`config.mk`:
```
export PLATFORM = sky130hd
export DESIGN_NAME = cau_front
export DESIGN_NICKNAME = d
export VERILOG_FILES = /design/src/hw/rtl/cau_pkg.sv /design/src/hw/rtl/cau_front.sv
export SDC_FILE = /design/constraint.sdc
export NUM_CORES = 2
export LEC_CHECK = 0
export BUFFER_PORTS_ARGS = -buffer_cell sky130_fd_sc_hd__buf_2
export CORE_ASPECT_RATIO = 1.75
export CORE_MARGIN = 2
export CORE_UTILIZATION = 60
export DETAILED_ROUTE_END_ITERATION = 6
export PLACE_DENSITY = 0.82
export SLEW_MARGIN = 40
export SYNTH_ARGS = -nofsm -noshare
export SYNTH_HDL_FRONTEND = slang
export SYNTH_SLANG_ARGS = --single-unit
```
`constraint.sdc`:
```
create_clock -name clk -period 21.4 [get_ports clk]
set_input_delay 4.28 -clock clk [delete_from_list [all_inputs] [get_ports clk]]
set_output_delay 4.28 -clock clk [all_outputs]
set_load 0.01 [all_outputs]
```
`src/hw/rtl/cau_pkg.sv`:
```
// Complex arithmetic unit: shared opcode type and per-request control word.
// No dependencies.
package cau_pkg;

  typedef enum logic [1:0] {
    OP_ADD = 2'd0,
    OP_SUB = 2'd1,
    OP_MUL = 2'd2,
    OP_DIV = 2'd3
  } op_t;

  // Control that rides beside the data down the pipeline.
  typedef struct packed {
    op_t  op;
    logic neg_re;   // sign of the real divide numerator
    logic neg_im;   // sign of the imaginary divide numerator
    logic dz;       // divide with zero divisor
  } ctrl_t;

endpackage

```
`src/hw/rtl/cau_front.sv`:
```
// Front end: product stage and sum/scale stage (two register stages).
// Depends on cau_pkg.
module cau_front #(
  parameter int DATA_WIDTH = 16,
  parameter int FRAC_BITS  = 8
) (
  input  logic                                     clk,
  input  logic                                     rst_n,
  input  logic                                     up_valid,
  output logic                                     up_ready,
  input  logic [1:0]                               op,
  input  logic signed [DATA_WIDTH-1:0]             ar,
  input  logic signed [DATA_WIDTH-1:0]             ai,
  input  logic signed [DATA_WIDTH-1:0]             br,
  input  logic signed [DATA_WIDTH-1:0]             bi,
  output logic                                     dn_valid,
  input  logic                                     dn_ready,
  output cau_pkg::ctrl_t                           dn_ctrl,
  output logic signed [2*DATA_WIDTH+1:0]           dn_val_re,
  output logic signed [2*DATA_WIDTH+1:0]           dn_val_im,
  output logic [2*DATA_WIDTH+FRAC_BITS:0]          dn_num_re,
  output logic [2*DATA_WIDTH+FRAC_BITS:0]          dn_num_im,
  output logic [2*DATA_WIDTH-1:0]                  dn_den
);
  import cau_pkg::*;

  localparam int W  = DATA_WIDTH;
  localparam int PW = 2 * W;
  localparam int VW = 2 * W + 2;
  localparam int NW = 2 * W + FRAC_BITS + 1;

  // stage 1
  logic                 v1_r;
  op_t                  op1_r;
  logic signed [PW-1:0] p_arbr_r, p_aibi_r, p_arbi_r, p_aibr_r, p_brbr_r, p_bibi_r;
  logic signed [W:0]    s_re_r, s_im_r;
  logic signed [W:0]    s_re_nxt, s_im_nxt;

  // stage 2
  logic                 v2_r;
  ctrl_t                ctrl2_r, ctrl2_nxt;
  logic signed [VW-1:0] val_re_r, val_im_r, val_re_nxt, val_im_nxt;
  logic [NW-1:0]        num_re_r, num_im_r, num_re_nxt, num_im_nxt;
  logic [PW-1:0]        den_r, den_nxt;

  logic signed [VW-1:0] mre, mim, dre, dim;
  logic [VW-1:0]        dre_mag, dim_mag;
  logic                 rdy1, rdy2;

  assign rdy2     = !v2_r || dn_ready;
  assign rdy1     = !v1_r || rdy2;
  assign up_ready = rdy1;

  always_comb begin
    if (op_t'(op) == OP_SUB) begin
      s_re_nxt = (W+1)'(ar) - (W+1)'(br);
      s_im_nxt = (W+1)'(ai) - (W+1)'(bi);
    end else begin
      s_re_nxt = (W+1)'(ar) + (W+1)'(br);
      s_im_nxt = (W+1)'(ai) + (W+1)'(bi);
    end
  end

  always_ff @(posedge clk) begin
    if (!rst_n) begin
      v1_r <= 1'b0;
    end else if (rdy1) begin
      v1_r <= up_valid;
    end
  end

  always_ff @(posedge clk) begin
    if (rdy1 && up_valid) begin
      op1_r    <= op_t'(op);
      p_arbr_r <= PW'(ar) * PW'(br);
      p_aibi_r <= PW'(ai) * PW'(bi);
      p_arbi_r <= PW'(ar) * PW'(bi);
      p_aibr_r <= PW'(ai) * PW'(br);
      p_brbr_r <= PW'(br) * PW'(br);
      p_bibi_r <= PW'(bi) * PW'(bi);
      s_re_r   <= s_re_nxt;
      s_im_r   <= s_im_nxt;
    end
  end

  // multiply scaling is an arithmetic shift, i.e. floor
  always_comb begin
    mre     = (VW'(p_arbr_r) - VW'(p_aibi_r)) >>> FRAC_BITS;
    mim     = (VW'(p_arbi_r) + VW'(p_aibr_r)) >>> FRAC_BITS;
    dre     = VW'(p_arbr_r) + VW'(p_aibi_r);
    dim     = VW'(p_aibr_r) - VW'(p_arbi_r);
    dre_mag = dre[VW-1] ? VW'(-dre) : VW'(dre);
    dim_mag = dim[VW-1] ? VW'(-dim) : VW'(dim);
    den_nxt = PW'(p_brbr_r) + PW'(p_bibi_r);
    num_re_nxt = NW'(dre_mag) << FRAC_BITS;
    num_im_nxt = NW'(dim_mag) << FRAC_BITS;
    ctrl2_nxt.op     = op1_r;
    ctrl2_nxt.neg_re = dre[VW-1];
    ctrl2_nxt.neg_im = dim[VW-1];
    ctrl2_nxt.dz     = (op1_r == OP_DIV) && (den_nxt == '0);
    case (op1_r)
      OP_MUL: begin
        val_re_nxt = mre;
        val_im_nxt = mim;
      end
      OP_DIV: begin
        val_re_nxt = '0;
        val_im_nxt = '0;
      end
      default: begin
        val_re_nxt = VW'(s_re_r);
        val_im_nxt = VW'(s_im_r);
      end
    endcase
  end

  always_ff @(posedge clk) begin
    if (!rst_n) begin
      v2_r <= 1'b0;
    end else if (rdy2) begin
      v2_r <= v1_r;
    end
  end

  always_ff @(posedge clk) begin
    if (rdy2 && v1_r) begin
      ctrl2_r  <= ctrl2_nxt;
      val_re_r <= val_re_nxt;
      val_im_r <= val_im_nxt;
      num_re_r <= num_re_nxt;
      num_im_r <= num_im_nxt;
      den_r    <= den_nxt;
    end
  end

  assign dn_valid  = v2_r;
  assign dn_ctrl   = ctrl2_r;
  assign dn_val_re = val_re_r;
  assign dn_val_im = val_im_r;
  assign dn_num_re = num_re_r;
  assign dn_num_im = num_im_r;
  assign dn_den    = den_r;

endmodule

```
### After elaboration in Yosys (flattened, before gate mapping)

Index checks and enable logic that the tools add are counted.

| storage, ports and cells | value |
|---|---|
| bits in registers | 401 |
| output and inout bits | 189 |

| operators by class | value |
|---|---|
| $add $sub $neg | 11 |
| multiply operators | 6 |
| eq/ne operators | 3 |
| mux-type cells | 6 |
| reductions and logical operators | 8 |

Operator list:

| cell | number |
|---|---|
| 16-bit by 16-bit multiplier with 32-bit output | 6 |
| 34-bit one-hot mux with 2 select lines | 2 |
| 32-bit by 32-bit adder with 33-bit output | 2 |
| 33-bit 2-to-1 mux | 2 |
| 33-bit negation | 2 |
| 32-bit by 32-bit subtractor with 33-bit output | 2 |
| 16-bit by 16-bit adder with 17-bit output | 2 |
| 17-bit 2-to-1 mux | 2 |
| 16-bit by 16-bit subtractor with 17-bit output | 2 |
| 32-bit adder | 1 |
| 32-bit logical NOT | 1 |
| 2-bit equality test, second input constant | 2 |
| 1-bit logical AND | 3 |
| 2-bit by 1-bit equality test with 1-bit output, second input constant | 1 |
| 1-bit logical NOT | 2 |
| 1-bit logical OR | 2 |

### Depth between registers and ports, before layout

| logic depth | value |
|---|---|
| depth after elaboration | 4 |
| gate-level depth with buffers | 28 |
| depth with buffers taken out | 27 |

### Least setup slack after synthesis

OpenSTA, ideal clock, no wires.

| path | value |
|---|---|
| path type | in2reg |
| start | input dn_ready |
| end | register ctrl2_r, in the netlist dn_ctrl[0] (enable) |
| setup time | 0.686 ns |
| arrival time | 11.119 ns |
| setup slack | 9.595 ns |
| cell stages on the path | 2 |
| path through | nor2b_1 > nor2b_1 |

| on the way | value |
|---|---|
| longest elaborated chain between the ends | 2 |

RTL lines:

| item | RTL line | RTL |
|---|---|---|
| start, declared | cau_front.sv:17 | `input logic dn_ready,` |
| 1-bit logical OR | cau_front.sv:50 | `assign rdy2 = !v2_r \|\| dn_ready;` |
| 1-bit logical AND | cau_front.sv:126 | `if (rdy2 && v1_r) begin` |
| end signal, assigned | cau_front.sv:127 | `ctrl2_r <= ctrl2_nxt;` |
| end, declared | cau_front.sv:41 | `ctrl_t ctrl2_r, ctrl2_nxt;` |

Every way passes these cells.
A chain may end at the register's enable or synchronous reset.

### Worst setup path after layout

| path | value |
|---|---|
| start | input br[14] |
| end | register p_brbr_r[30], data pin |

| on the way | value |
|---|---|
| longest elaborated chain between the ends | 1 |

RTL lines:

| item | RTL line | RTL |
|---|---|---|
| start, declared | cau_front.sv:14 | `input logic signed [DATA_WIDTH-1:0] br,` |
| 16-bit by 16-bit multiplier with 32-bit output | cau_front.sv:79 | `p_brbr_r <= PW'(br) * PW'(br);` |
| end signal, assigned | cau_front.sv:79 |  |
| end, declared | cau_front.sv:35 | `logic signed [PW-1:0] p_arbr_r, p_aibi_r, p_arbi_r, p_aibr_r, p_brbr_r, p_bibi_r;` |

Every way passes these cells.

==> impl_metrics.json <==
{
  "cp.required_ps": 21780,
  "synth-edff-count": 379,
  "cpLargestDelayFamily": "adder cells",
  "finalCriticalPeriod_ps": 11720,
  "clk_latency_ps": 670,
  "outcome": "completed",
  "crit_buf_inv": 8,
  "ys_warn_count": 0,
  "grt_max_degree": 73,
  "yosysSeqAreaShare_pct": 14.5,
  "io_pins": 259,
  "drc_errors": 0,
  "port_buffers": 242,
  "post_cts_buffers": 0,
  "clk_pin_slew_ps": 70,
  "worstHoldStart": "v1_r",
  "worstPathCellList": "buf_2, buf_4, clkinv_1, nor2_1, inv_1, fa_1, inv_1, fa_1, fa_1, fa_1, fa_1, inv_1, fa_1, inv_1, ha_1, inv_1, o21bai_1, a21o_1, o21a_1, a221o_1, o41ai_1, o2111ai_1, a21oi_1, xnor2_1",
  "min_path_cells": 1,
  "cts_tree": "done",
  "start_util_pct": 60.2,
  "reg2reg_to": "dn_num_im[18]",
  "async_reset_ff_share_pct": 0,
  "placed_cells": 9876,
  "cp_max_fo": 48,
  "ys.flop_type": "edfxtp_1",
  "row_count": 176,
  "slew_violations": 0,
  "grt_busiest_layer": "met2",
  "crit_top_cell": "fa_1",
  "rsz0062_at_grt": "no",
  "vias": 57620,
  "final_hold_viol_count": 0,
  "layout_common_cells": "inv_1 (1923), fa_1 (1518), nand2_1 (713)",
  "place_area_mm2": 0.0813,
  "clock-sinks": 381,
  "reg2reg_slack_ps": 15880,
  "synth_top_family_by_area": "adder cells",
  "die_h_um": 484,
  "cp.arrival_ps": 12090,
  "dpl.hpwl_um": 169000,
  "design_area_mm2": 0.0827,
  "layout_commonest_cell": "inv_1",
  "drt_iter0_markers": 4130,
  "finalSetupViolCount": 0,
  "die_w_um": 278,
  "cts_max_path_buffers": 3,
  "ctsHoldBuffers": 0,
  "synth-compound-area-share_pct": 6.92,
  "gr-usage-all-layers_pct": 33.2,
  "core_area_mm2": 0.131,
  "synthSimpleGateAreaFrac_pct": 12.2,
  "slowest_delay_ps": 970,
  "r2r-start": "p_aibr_r[0]",
  "start_kind": "primary input",
  "netlist_instances": 8225,
  "cpMaxStageDelayCell": "clkinv_1",
  "antenna_left": 0,
  "place.gp.congestion": 0.967,
  "gr-usage-met1_pct": 36.0,
  "timing.fmax_ghz": 0.0853,
  "final.setup.tns_ps": 0,
  "grt_use_met3_pct": 6.01,
  "reg2reg_depth": 17,
  "fin_cells": 9966,
  "die_area_mm2": 0.134,
  "hold_end": "dn_valid",
  "synthXorXnorAreaFrac_pct": 5.25,
  "numCtsBuffers": 43,
  "synth_fa_ha_area_share_pct": 49.8,
  "post_cts_resized": 0,
  "area_growth_pct": 4.89,
  "tightest_slew_ps": 923,
  "syn_area_mm2": 0.0788,
  "met2_usage_pct": 57.1,
  "overflow": 0,
  "min_path_type": "reg2reg",
  "drive_above_1_share_pct": 5.36,
  "cts_root_buf": "clkbuf_16",
  "skew_ps": 59.2,
  "firstDrtPassIters": 6,
  "grt_pass1_vias": 64004,
  "slew_headroom_pct": 38.1,
  "fin_crit_sh_pct": 54.8,
  "critPathKind": "in2reg",
  "maxCapViolations": 0,
  "grt_pass1_wl_um": 342000,
  "synth.avg_cell_area_um2": 9.59,
  "post-route-util_pct": 63.1,
  "antenna_found_initial": 24,
  "final_nets": 10527,
  "ys_types": 92,
  "muxShareOfSynthArea_pct": 0.157,
  "post_drt_wl_per_cell_um": 21.6,
  "htreeDepth": 2,
  "endpoint_kind": "flip-flop",
  "synth-seq-cells": 381,
  "route.final.wire_length_um": 215000,
  "routed_via_density": 5.78
}
==> sequential cells by signal, indices dropped and copies added, names as in the netlist, 32 cells and up <==
| register | count |
|---|---|
| p_aibi_r | 32 |
| p_aibr_r | 32 |
| p_arbi_r | 32 |
| dn_num_im | 33 |
| dn_den | 32 |
| dn_num_re | 33 |
| p_arbr_r | 32 |
==> final cells by class <==
cell class,count,area [um^2]
antenna,14,35.0
clock buffer,44,1080
clock inverter,32,273
fill,10241,48300
inverter,1940,7280
multi-input combinational,5557,58800
sequential,381,11400
tap,1691,2120
timing repair buffer,307,1730
==> logic make-up after synthesis <==
| group | count (synthesis) |
|---|---|
| buffers and inverters | 2302 |
| adders and majority gates | 2227 |
| and+or+nand+nor | 1988 |
| AOI/OAI and AO/OA | 842 |
| xor gates and xnor gates | 472 |
| DFF | 381 |
| muxes | 12 |
| other | 1 |
==> routing by layer <==
metal | up-vias | routed length [um]
met4 | 24 | 21300
met1 | 28676 | 70000
li1 | 25000 | -
met5 | - | 169
met3 | 1080 | 17000
met2 | 2840 | 107000
==> cells in the mapped netlist, types with 34 or more instances <==
| library cell | count | area share [%] |
|---|---|---|
| a21oi_1 | 249 | 1.6 |
| nor3_1 | 71 | 0.45 |
| a21o_1 | 111 | 1.1 |
| xor2_1 | 109 | 1.2 |
| xnor2_1 | 362 | 4.0 |
| inv_1 | 1925 | 9.2 |
| and2_1 | 542 | 4.3 |
| nand3_1 | 54 | 0.34 |
| o21a_1 | 47 | 0.45 |
| edfxtp_1 | 379 | 14 |
| nor2b_1 | 52 | 0.41 |
| a31oi_1 | 34 | 0.27 |
| fa_1 | 1518 | 39 |
| nand2b_1 | 53 | 0.42 |
| clkbuf_1 | 300 | 1.4 |
| o21bai_1 | 51 | 0.49 |
| o21ai_0 | 148 | 0.94 |
| ha_1 | 709 | 11 |
| buf_4 | 34 | 0.32 |
| nor2_1 | 372 | 1.8 |
| nand2_1 | 713 | 3.4 |
==> worst register-to-register path: cells and delay by family (launching register included) <==
kind / cells / cell delay [ps]
compound gates: 8 / 2190
simple gates: 3 / 1080
buf+inv: 3 / 770
fa+ha+maj: 2 / 570
flops: 1 / 440
xor+xnor: 1 / 180
==> stage by stage <==
stage          setup slack [ps]  hold slack, ps
2_1_floorplan              9600             444
5_1_grt                    9260             567
3_3_place_gp               9270             496
6_report                   9680             530
4_1_cts                    9800             536
3_5_place_dp               9150             521
==> how the worst max path moves through the flow <==
stage | from | to | slack (ps) | cells past startpoint
6_report | br[14] | p_brbr_r[30] | 9680 | 24
5_1_grt | bi[8] | p_bibi_r[31] | 9260 | 25
4_1_cts | bi[8] | p_bibi_r[31] | 9800 | 25
3_5_place_dp | bi[8] | p_bibi_r[31] | 9150 | 25
3_3_place_gp | bi[8] | p_bibi_r[31] | 9270 | 25
2_1_floorplan | dn_ready | dn_ctrl[0] | 9600 | 2
Power is left out: the tool's default activity adds up to more than one toggle a clock period on the data nets, which glitch-free logic cannot reach.
