--- config.mk ---
export PLATFORM = sky130hd
export DESIGN_NAME = cau_sat
export DESIGN_NICKNAME = d
export VERILOG_FILES = /design/src/hw/rtl/cau_pkg.sv /design/src/hw/rtl/cau_sat.sv
export SDC_FILE = /design/constraint.sdc
export NUM_CORES = 1
export LEC_CHECK = 0
export ABC_AREA = 1
export BUFFER_PORTS_ARGS = -buffer_cell sky130_fd_sc_hd__buf_2
export CORE_ASPECT_RATIO = 1.75
export CORE_UTILIZATION = 30
export DETAILED_ROUTE_END_ITERATION = 12
export PLACE_DENSITY = 0.57
export SETUP_SLACK_MARGIN = 0.1
export SYNTH_ARGS = -nofsm -noshare
export SYNTH_HDL_FRONTEND = slang
export SYNTH_SLANG_ARGS = --single-unit
export TNS_END_PERCENT = 50
--- constraint.sdc ---
create_clock -name clk -period 4.2 [get_ports clk]
set_clock_uncertainty 0.1 [all_clocks]
set_input_delay 0.84 -clock clk [delete_from_list [all_inputs] [get_ports clk]]
set_output_delay 0.84 -clock clk [all_outputs]
set_load 0.005 [all_outputs]
--- src/hw/rtl/cau_pkg.sv ---
// Complex arithmetic unit: shared opcode type and per-request control word.
// No dependencies.
package cau_pkg;

  typedef enum logic [1:0] {
    OP_ADD = 2'd0,
    OP_SUB = 2'd1,
    OP_MUL = 2'd2,
    OP_DIV = 2'd3
  } op_t;

  // Control that rides beside the data down the pipeline.
  typedef struct packed {
    op_t  op;
    logic neg_re;   // sign of the real divide numerator
    logic neg_im;   // sign of the imaginary divide numerator
    logic dz;       // divide with zero divisor
  } ctrl_t;

endpackage

--- src/hw/rtl/cau_sat.sv ---
// Result select, sign restore and saturation, into the output register.
// Depends on cau_pkg.
module cau_sat #(
  parameter int DATA_WIDTH = 16
) (
  input  logic                             clk,
  input  logic                             rst_n,
  input  logic                             up_valid,
  output logic                             up_ready,
  input  cau_pkg::ctrl_t                   up_ctrl,
  input  logic signed [2*DATA_WIDTH+1:0]   up_val_re,
  input  logic signed [2*DATA_WIDTH+1:0]   up_val_im,
  input  logic [DATA_WIDTH-1:0]            up_q_re,
  input  logic [DATA_WIDTH-1:0]            up_q_im,
  input  logic                             up_ovf_re,
  input  logic                             up_ovf_im,
  output logic                             out_valid,
  input  logic                             out_stall,
  output logic signed [DATA_WIDTH-1:0]     out_re,
  output logic signed [DATA_WIDTH-1:0]     out_im,
  output logic                             out_sat,
  output logic                             out_dz
);
  import cau_pkg::*;

  localparam int W  = DATA_WIDTH;
  localparam int VW = 2 * W + 2;
  localparam logic [W-1:0]         HALF  = W'(1) << (W - 1);
  localparam logic [W-1:0]         MAXU  = HALF - W'(1);
  localparam logic signed [VW-1:0] VMAX  = VW'(MAXU);
  localparam logic signed [VW-1:0] VMIN  = -VMAX - VW'(1);

  logic                valid_r;
  logic signed [W-1:0] re_r, im_r, re_nxt, im_nxt;
  logic                sat_r, dz_r, sat_nxt, dz_nxt;
  logic                sre, sim;

  assign up_ready = !valid_r || !out_stall;

  always_comb begin
    sre    = 1'b0;
    sim    = 1'b0;
    re_nxt = '0;
    im_nxt = '0;
    dz_nxt = 1'b0;
    if (up_ctrl.op == OP_DIV) begin
      if (up_ctrl.dz) begin
        dz_nxt = 1'b1;
      end else begin
        sre = up_ovf_re || (up_q_re > (up_ctrl.neg_re ? HALF : MAXU));
        sim = up_ovf_im || (up_q_im > (up_ctrl.neg_im ? HALF : MAXU));
        if (sre) begin
          re_nxt = up_ctrl.neg_re ? HALF : MAXU;
        end else begin
          re_nxt = up_ctrl.neg_re ? -up_q_re : up_q_re;
        end
        if (sim) begin
          im_nxt = up_ctrl.neg_im ? HALF : MAXU;
        end else begin
          im_nxt = up_ctrl.neg_im ? -up_q_im : up_q_im;
        end
      end
    end else begin
      sre = (up_val_re > VMAX) || (up_val_re < VMIN);
      sim = (up_val_im > VMAX) || (up_val_im < VMIN);
      if (up_val_re > VMAX) begin
        re_nxt = MAXU;
      end else if (up_val_re < VMIN) begin
        re_nxt = HALF;
      end else begin
        re_nxt = up_val_re[W-1:0];
      end
      if (up_val_im > VMAX) begin
        im_nxt = MAXU;
      end else if (up_val_im < VMIN) begin
        im_nxt = HALF;
      end else begin
        im_nxt = up_val_im[W-1:0];
      end
    end
    sat_nxt = sre || sim;
  end

  always_ff @(posedge clk) begin
    if (!rst_n) begin
      valid_r <= 1'b0;
    end else if (up_ready) begin
      valid_r <= up_valid;
    end
  end

  always_ff @(posedge clk) begin
    if (up_ready && up_valid) begin
      re_r  <= re_nxt;
      im_r  <= im_nxt;
      sat_r <= sat_nxt;
      dz_r  <= dz_nxt;
    end
  end

  assign out_valid = valid_r;
  assign out_re    = re_r;
  assign out_im    = im_r;
  assign out_sat   = sat_r;
  assign out_dz    = dz_r;

endmodule

-- Word-level counts from Yosys, hierarchy flattened
Cells that the tools add are included.
- bits in registers: 35
- input port bits: 111
- output and inout bits: 36
- logic and storage cells: 42
- add/sub/neg operators: 2
- order comparisons: 6
- equal/unequal tests: 1
- mux-type cells: 19
- reduce and logical (&&, ||, !) cells: 9
- operator list (cell ; count):
    $mux 16 ; 14
    $gt 34x16->1 const B ; 2
    $lt 34x16->1 const B ; 2
    $gt 16x16->1 ; 2
    $neg 16->16 ; 2
    $logic_or 1x1->1 ; 6
    $mux 1 ; 5
    $eq 2x2->1 const B ; 1
    $logic_not 1->1 ; 2
    $logic_and 1x1->1 ; 1

-- Depth between registers and ports, before layout
Gate-level depths: netlist of run 1.
- depth in word-level cells: 6
- mapped depth: 17
- depth with buffers taken out: 16

-- Worst setup path before layout of run 1
No wires, ideal clock.
- path type: input -> register
- start: in up_valid
- end: reg dz_r, in the netlist out_dz (enable)
- setup time: 0.437 ns
- data arrival time: 2.553 ns
- required time: 3.663 ns
- path slack: 1.111 ns
- cell stages on the path: 2
- path buffers: 0
- cells stage by stage: inv_1 a21oi_1
- longest elaborated chain between the ends: 1
- RTL lines (element ; RTL line ; source):
    start, declared ; cau_sat.sv:8 ; input logic up_valid,
    $logic_and 1x1->1 ; cau_sat.sv:93 ; if (up_ready && up_valid) begin
    end signal, assigned ; cau_sat.sv:97 ; dz_r <= dz_nxt;
    end, declared ; cau_sat.sv:35 ; logic sat_r, dz_r, sat_nxt, dz_nxt;
Every way passes these cells.
A chain may end at the register's enable or synchronous reset.

-- Final worst setup path of run 1
- start: in up_ctrl[2] (netlist name)
- end: reg re_r[1], in the netlist out_re[1] (data pin)
- longest elaborated chain between the ends: 6
- elaborated cells between the ends (all ways): 7
- those cells by class: order compare: 1; mux: 5; reduce/logical: 1
- RTL lines (element ; RTL line ; source):
    start, declared ; cau_sat.sv:10 ; input cau_pkg::ctrl_t up_ctrl,
    $mux 16 ; cau_sat.sv:50, cau_sat.sv:53 ;
    $gt 16x16->1 ; cau_sat.sv:50 ; sre = up_ovf_re || (up_q_re > (up_ctrl.neg_re ? HALF : MAXU));
    $logic_or 1x1->1 ; cau_sat.sv:50 ;
    $mux 16 (*) ; cau_sat.sv:52 ; if (sre) begin
    $mux 16 (*) ; cau_sat.sv:47 ; if (up_ctrl.dz) begin
    $mux 16 (*) ; cau_sat.sv:46 ; if (up_ctrl.op == OP_DIV) begin
    named net re_nxt[1] ; cau_sat.sv:34 ; logic signed [W-1:0] re_r, im_r, re_nxt, im_nxt;
    end signal, assigned ; cau_sat.sv:94 ; re_r <= re_nxt;
    end, declared ; cau_sat.sv:34 ;
The timed path passes the listed nets; every way through them passes the cells marked *.

==> results.json, run 1 <==
{
  "dr.first_iter.drc_count": 153,
  "worst-path-max-fanout": 18,
  "tightest_slew_ns": 1.115,
  "synthFlopType": "edfxtp_1",
  "cts_tree": "done",
  "drv_slew": 0,
  "path_cells": "buf_2 > clkinv_1 > ha_1 > nand2_2 > nor3_4 > nand2_1 > nand2_2 > nand2_4 > nand2_4 > nand2_4 > nand3_1 > nand2_1",
  "die_x_um": 90.06,
  "avgSynthCellArea_um2": 6.718,
  "dp_worst_setup_slack_ns": 1.082,
  "synth_area_leader_cell": "edfxtp_1",
  "place_area_um2": 4930,
  "ant_nets": 0,
  "synth_edf_count": 34,
  "cts_made_buffers": 5,
  "io_buffer_count": 146,
  "rows": 56,
  "fin_hold_ws_ns": 0.4338,
  "chipHeight_um": 156.1,
  "cp_slowest_cell": "ha_1",
  "startpoint_type": "input pin",
  "cp_common_cell": "nand2_4",
  "final.period_utilization_pct": 66.49,
  "die_area_um2": 14060,
  "drive_gt1_share_pct": 27.38,
  "ys_warn_count": 0,
  "synthDistinctLibCells": 34,
  "place_hpwl_um": 9924,
  "grt_pass1_wl_um": 19900,
  "rsz0062_at_grt": "false",
  "layout_min_cycle_time_ns": 2.792,
  "clkLatencyLatePin_ns": 0.29,
  "cts.repair.resized": 0,
  "power_density_nw_per_um2": 255.0,
  "routed_wl_um": 12130,
  "p_leak_uw": 0.002570,
  "via_per_inst": 4.692,
  "outcome": "complete, no violations",
  "synth-async-reset-ratio_pct": 0,
  "setup_ws_ns": 1.408,
  "critical_path.max_stage_delay_ns": 0.44,
  "core_um2": 13310,
  "htree_levels": 2,
  "syn_area_um2": 4071,
  "track_usage_pct": 17.74,
  "hold_path.class": "flop to flop",
  "post_cts_buffers": 0,
  "synth_nets": 751,
  "cp_data_required_time_ns": 4.14,
  "grt_max_degree": 35,
  "ioPinCount": 147,
  "vias": 4312,
  "final_cell_mix": "nand2_1 (177), buf_2 (146), nand3_1 (72), nor2_1 (64), inv_1 (60)",
  "first_pass_iters": 4,
  "slew_headroom_pct": 25.50,
  "fin_area_um2": 5122,
  "worstSetupPathType": "input pin to flop",
  "ir_drop_mv": 0.1288,
  "nNetsFinal": 889,
  "synth_cells": 606,
  "synthTopCellsByArea": "edfxtp_1 (25%), nand2_1 (16%), ha_1 (10%), nand3_1 (8.9%), nor2_1 (6.0%)",
  "drv_cap": 0,
  "end_kind": "flop",
  "finalSetupViolCount": 0,
  "critPathArrivalTime_ns": 2.73,
  "setup_tns_ns": 0,
  "layout_commonest_cell": "nand2_1",
  "fmax_mhz": 358.1,
  "wl_per_cell_um": 13.19,
  "p_total_uw": 1306,
  "hold_buffers": 0,
  "hold_viol_final": 0,
  "cts-root-buf": "clkbuf_16",
  "start_util_pct": 30.58,
  "grt_remaining_overflow": 0,
  "yosysTopAreaCellShare_pct": 25.08,
  "gp_congestion": 0.8826,
  "syn2layout_area_growth_pct": 25.81,
  "clockBufferDepth": 2,
  "antenna_found_initial": 0,
  "synth_sequential_area_ratio_pct": 25.57,
  "clk_pin_slew_ns": 0.06,
  "grt_pass1_vias": 4192,
  "synth-seq-cells": 35,
  "clock_sinks": 35,
  "remaining_drc_errors": 0,
  "diodes": 0
}
report_power, final:
group          internal (µW)  switching [µW]
Sequential               418            6.72
Combinational            146             235
Clock                    340             159
worst paths after layout:
path	from	endpoint	slack (ns)	cells past startpoint
setup / recovery	up_ctrl[2]	out_re[1]	1.41	12
hold / removal	out_valid	out_valid	0.43	2
setup reg to reg	out_valid	out_im[15]	2.49	1
hold reg to reg	out_valid	out_valid	0.43	2
critical path, delay by kind of cell:
family,cells,cell delay (ns)
adders and majority gates,1,0.44
buffers and inverters,2,0.36
and+or+nand+nor,9,1.07
registers in the layout, indices dropped and copies added, names as in the netlist:
register and flops:
out_dz 1, out_im 16, out_re 16, out_sat 1
out_valid 1
synth_stat cells (3+ instances only):
cell type and number:
nor3_1 6, edfxtp_1 34, clkbuf_1 3, a21oi_1 15, nand2_2 4, nand3_2 22, nand3b_1 11, nor2_1 65
nand4_1 5, o21ai_1 6, nand3_1 72, buf_4 4, ha_1 34, inv_1 60, xor2_1 3, buf_2 7
clkinv_1 6, inv_2 7, nand2_1 177, xnor2_1 7, nand2_4 6, o21ai_0 34
cell type report:
| class | instances | area, µm² |
|---|---|---|
| clock buffers | 5 | 125.1 |
| fillers | 1520 | 8190 |
| well taps | 174 | 217.7 |
| flip-flops and latches | 35 | 1041 |
| clock inverters | 3 | 67.56 |
| multi-input cells | 481 | 2651 |
| inverters | 73 | 274.0 |
| repair buffers | 148 | 745.7 |
stage by stage:
stage                     utilization, %  std cells
final                              38.48        919
after global routing               38.48        919
after CTS                          38.48        919
after detailed placement           37.03        911
after global placement             37.03        911
after floorplan                        -        606
logic make-up after synthesis:
family | count (synthesis) | share of synthesized area [%]
flip-flops | 35 | 25.57
XOR/XNOR | 10 | 2.151
adder cells (fa/ha/maj) | 34 | 10.45
AND/OR/NAND/NOR | 377 | 44.38
buffers and inverters | 90 | 9.773
AO/OA/AOI/OAI | 60 | 7.683
layer usage:
| layer | track usage (%) | vias up | routed length, µm |
|---|---|---|---|
| met5 | 0 | - | 0 |
| met4 | 7.834 | 0 | 340 |
| met3 | 1.998 | 17 | 454 |
| met2 | 34.71 | 104 | 6518 |
| met1 | 18.75 | 1914 | 4813 |
| li1 | - | 2277 | - |
Note: power is estimated with default switching activity, not from simulation.
==> run 2, diff against run 1 <==
- clock period: 4.2 -> 2.6 ns (I/O delays scaled with it)
==> run 2 against run 1 <==
  * Flip-flop and latch count unchanged
  * Largest cell class unchanged
  * Sequential power increased by 62%
  * Critical path type unchanged
  * Power rose by 49%
  * Global-route usage up 0.14 points
  * Sequential share of layout area fell by 0.38 points
  * Routed wire length increased by 0.49%
==> results.json, run 2 (same netlist as run 1, synthesis figures left out) <==
{
  "grt_remaining_overflow": 0,
  "cts_tree": "done",
  "tightest_slew_ns": 0.5524,
  "cts-root-buf": "clkbuf_16",
  "hold_path.class": "input pin to flop",
  "end_kind": "flop",
  "place_area_um2": 5072,
  "final.period_utilization_pct": 85.65,
  "cts.repair.resized": 0,
  "grt_max_degree": 35,
  "critPathArrivalTime_ns": 2.17,
  "remaining_drc_errors": 0,
  "post-route-util_pct": 39.22,
  "dp_worst_setup_slack_ns": 0.06935,
  "clk_pin_slew_ns": 0.06,
  "gp_congestion": 0.9131,
  "p_total_uw": 1948,
  "start_util_pct": 30.58,
  "post_cts_buffers": 0,
  "fin_area_um2": 5221,
  "chipHeight_um": 156.1,
  "p_leak_uw": 0.002626,
  "cp_data_required_time_ns": 2.54,
  "syn2layout_area_growth_pct": 28.24,
  "worstSetupPathType": "input pin to flop",
  "track_usage_pct": 17.88,
  "regArea_um2": 1041,
  "ant_nets": 0,
  "clockBufferDepth": 2,
  "setup_ws_ns": 0.3732,
  "clock_sinks": 35,
  "core_um2": 13310,
  "htree_levels": 2,
  "outcome": "complete, no violations",
  "place_hpwl_um": 10240,
  "nNetsFinal": 903,
  "finalSetupViolCount": 0,
  "setup_tns_ns": 0,
  "grt_pass1_wl_um": 20210,
  "fmax_mhz": 449.1,
  "io_buffer_count": 146,
  "diodes": 0,
  "layout_min_cycle_time_ns": 2.227,
  "clkLatencyLatePin_ns": 0.29,
  "hold_viol_final": 0,
  "cts_made_buffers": 5,
  "die_x_um": 90.06,
  "path_cells": "buf_2 > buf_4 > ha_1 > a21oi_1 > nand2_1 > a21oi_1 > nand2_2 > nand2_4 > buf_4 > nand3_1 > nand3_2 > nand2_1",
  "via_per_inst": 4.723,
  "ioPinCount": 147,
  "wl_per_cell_um": 13.06,
  "cp_slowest_cell": "ha_1",
  "die_area_um2": 14060,
  "startpoint_type": "input pin",
  "final_cell_mix": "nand2_1 (177), buf_2 (146), nand3_1 (72), nor2_1 (64), inv_1 (60)",
  "power_density_nw_per_um2": 373.1,
  "hold_buffers": 0,
  "multi_input_area_um2": 2651,
  "drive_gt1_share_pct": 28.72,
  "rsz0062_at_grt": "false",
  "layout_commonest_cell": "nand2_1",
  "slew_headroom_pct": 62.95,
  "antenna_found_initial": 0,
  "grt_pass1_vias": 4349,
  "drv_cap": 0,
  "critical_path.max_stage_delay_ns": 0.34,
  "vias": 4407,
  "rows": 56,
  "worst-path-max-fanout": 15,
  "drv_slew": 0,
  "routed_wl_um": 12180,
  "ir_drop_mv": 0.2290,
  "dr.first_iter.drc_count": 84,
  "first_pass_iters": 5,
  "num-fill-cells": 1505
}
-- run 2: changes by cell type in the layout (fill, tap and decap cells not counted) --
| cell | change |
|---|---|
| buf_12 | +3 |
| buf_4 | +11 |
| bufinv_16 | -2 |
| clkinvlp_4 | +1 |
| inv_6 | +1 |
-- run 2: cell type report --
class / instances / area share (%)
sequential: 35 / 19.94
tap: 174 / 4.170
clock inverter: 3 / 0.4553
clock buffer: 5 / 2.396
multi-input combinational: 481 / 50.78
timing repair buffer: 162 / 17.01
inverter: 73 / 5.248
-- run 2: final timing paths --
check | start | endpoint | slack (ns) | cells after the start
min reg2reg | out_valid | out_valid | 0.44 | 2
max reg2reg | out_valid | out_dz | 1.25 | 2
min | rst_n | out_valid | 0.38 | 2
max | up_ctrl[2] | out_re[8] | 0.37 | 12
-- run 2: worst max-delay path, delay by kind of cell --
family,cells,cell delay (ns)
buffers and inverters,3,0.46
adder cells (fa/ha/maj),1,0.34
AND/OR/NAND/NOR,6,0.52
AO/OA/AOI/OAI,2,0.33
-- run 2: metal layers --
metal	share of wire (%)	GRT usage, %
met3	3.3	1.657
met1	39	18.76
met4	3.9	8.833
met2	54	34.97
met5	0	0
-- run 2: where the power goes --
part / internal, µW / total, µW / switching [µW]
Combinational: 267 / 653 / 386
Clock: 358 / 609 / 251
Sequential: 675 / 687 / 11.5
Total: 1300 / 1950 / 648
-- run 2: through the flow --
| stage | std cells | hold slack (ns) |
|---|---|---|
| 3_5_place_dp | 925 | 0.4383 |
| 4_1_cts | 933 | 0.3757 |
| 5_1_grt | 933 | 0.3861 |
| 3_3_place_gp | 925 | 0.4328 |
| 2_1_floorplan | 606 | 0.4271 |
| 6_report | 933 | 0.3831 |
==> run 3, diff against run 2 <==
- CORE_ASPECT_RATIO: 1.75 -> default
- TNS_END_PERCENT: 50 -> 100
==> run 3 against run 2 <==
  * Sequential share of layout area is 0.053 points higher
  * Non-clock buffer count fell by 2
  * Critical path depth unchanged
  * Via count down 2.7%
  * Die area is 0.13% lower
  * Count of clock-buffer cells in the layout increased by 2
  * Critical path type unchanged
==> results.json, run 3 (same netlist as run 1, synthesis figures left out) <==
{
  "dp_worst_setup_slack_ns": 0.05491,
  "die_area_um2": 14040,
  "ir_drop_mv": 0.2376,
  "diodes": 0,
  "p_leak_uw": 0.002626,
  "drv_slew": 0,
  "ff2ff_path_depth": 2,
  "outcome": "complete, no violations",
  "cts-root-buf": "clkbuf_16",
  "setup_ws_ns": 0.3370,
  "setup_tns_ns": 0,
  "critPathArrivalTime_ns": 2.19,
  "finalSetupViolCount": 0,
  "place_area_um2": 5060,
  "clockBufferDepth": 2,
  "drive_gt1_share_pct": 28.40,
  "chipHeight_um": 118.5,
  "fin_hold_ws_ns": 0.3973,
  "drv_cap": 0,
  "power_density_nw_per_um2": 371.5,
  "end_kind": "flop",
  "tightest_slew_ns": 0.5291,
  "cp_data_required_time_ns": 2.52,
  "final_cell_mix": "nand2_1 (177), buf_2 (146), nand3_1 (72), nor2_1 (64), inv_1 (60)",
  "dr.first_iter.drc_count": 266,
  "hold_buffers": 0,
  "cts_made_buffers": 5,
  "grt_max_degree": 34,
  "start_util_pct": 30.74,
  "die_x_um": 118.5,
  "clkLatencyLatePin_ns": 0.27,
  "hold_viol_final": 0,
  "post-route-util_pct": 39.32,
  "nNetsFinal": 901,
  "htree_levels": 2,
  "antenna_found_initial": 0,
  "final.period_utilization_pct": 87.04,
  "gp_congestion": 0.8987,
  "startpoint_type": "input pin",
  "ant_nets": 0,
  "cp-startpoint": "up_ctrl[2]",
  "syn2layout_area_growth_pct": 27.90,
  "fin_area_um2": 5207,
  "place_hpwl_um": 10020,
  "reg2reg_to": "out_im[12]",
  "routed_wl_um": 12080,
  "grt_pass1_wl_um": 19950,
  "slew_headroom_pct": 64.51,
  "rsz0062_at_grt": "false",
  "via_per_inst": 4.597,
  "io_buffer_count": 146,
  "post_cts_buffers": 0,
  "crit_path_end": "out_sat",
  "core_um2": 13240,
  "hold_path.class": "input pin to flop",
  "fmax_mhz": 441.9,
  "rows": 42,
  "cts_tree": "done",
  "layout_commonest_cell": "nand2_1",
  "ioPinCount": 147,
  "ff2ff_setup_slack_ns": 1.21,
  "layout_min_cycle_time_ns": 2.263,
  "clk_pin_slew_ns": 0.06,
  "vias": 4289,
  "track_usage_pct": 17.53,
  "crit-reg2reg-launch": "out_valid",
  "remaining_drc_errors": 0,
  "cts.repair.resized": 0,
  "grt_pass1_vias": 4024,
  "first_pass_iters": 4,
  "worst-path-max-fanout": 33,
  "worstSetupPathType": "input pin to flop",
  "clock_sinks": 35,
  "wl_per_cell_um": 12.95,
  "grt_remaining_overflow": 0
}
-- run 3: changes by cell type in the layout (fill, tap and decap cells not counted) --
cell | before | now
clkbuf_1 | 0 | 1
clkinvlp_4 | 2 | 0
buf_4 | 13 | 11
clkinv_2 | 0 | 1
clkbuf_8 | 0 | 1
inv_6 | 1 | 0
-- run 3: final cells by class --
type                       instances  area, µm²
clock buffer                       7      142.6
timing repair buffer             160      873.3
tap                              176      220.2
multi-input combinational        481       2651
sequential                        35       1041
fill                            1470       8035
inverter                          73      274.0
clock inverter                     1      5.005
-- run 3: per-layer routing --
metal	vias to the layer above	routed length (µm)	track usage [%]
li1	2297	-	-
met1	1861	6016	25.00
met2	129	5369	28.53
met3	2	639	2.365
met4	0	52	2.769
met5	-	0	0
-- run 3: worst max-delay path, cell delays in order --
cell	delay, ns
buf_2	0.12
buf_12	0.16
ha_1	0.35
a21oi_1	0.15
nand2_1	0.07
a21oi_1	0.17
nand2_2	0.09
nand2_4	0.12
buf_12	0.13
nand3_1	0.09
nor2_1	0.14
nor2_1	0.06
-- run 3: how the worst min path moves through the flow --
stage,start,endpoint,slack (ns),depth (start not counted)
6_report,rst_n,out_valid,0.40,2
5_1_grt,rst_n,out_valid,0.41,2
4_1_cts,rst_n,out_valid,0.39,2
3_5_place_dp,out_valid,out_valid,0.44,2
3_3_place_gp,out_valid,out_valid,0.44,2
2_1_floorplan,out_valid,out_valid,0.43,2
-- run 3: power breakdown --
part           internal (µW)  leakage [µW]  switching (µW)  total, µW
logic                    263       0.00221             383        645
registers                675      0.000344            13.5        689
clock network            380     0.0000739             221        601
-- run 3: stage by stage --
stage	instances	power [µW]
after floorplan	606	1083
after global placement	925	1349
after detailed placement	925	1350
after CTS	933	1958
after global routing	933	2069
final	933	1935
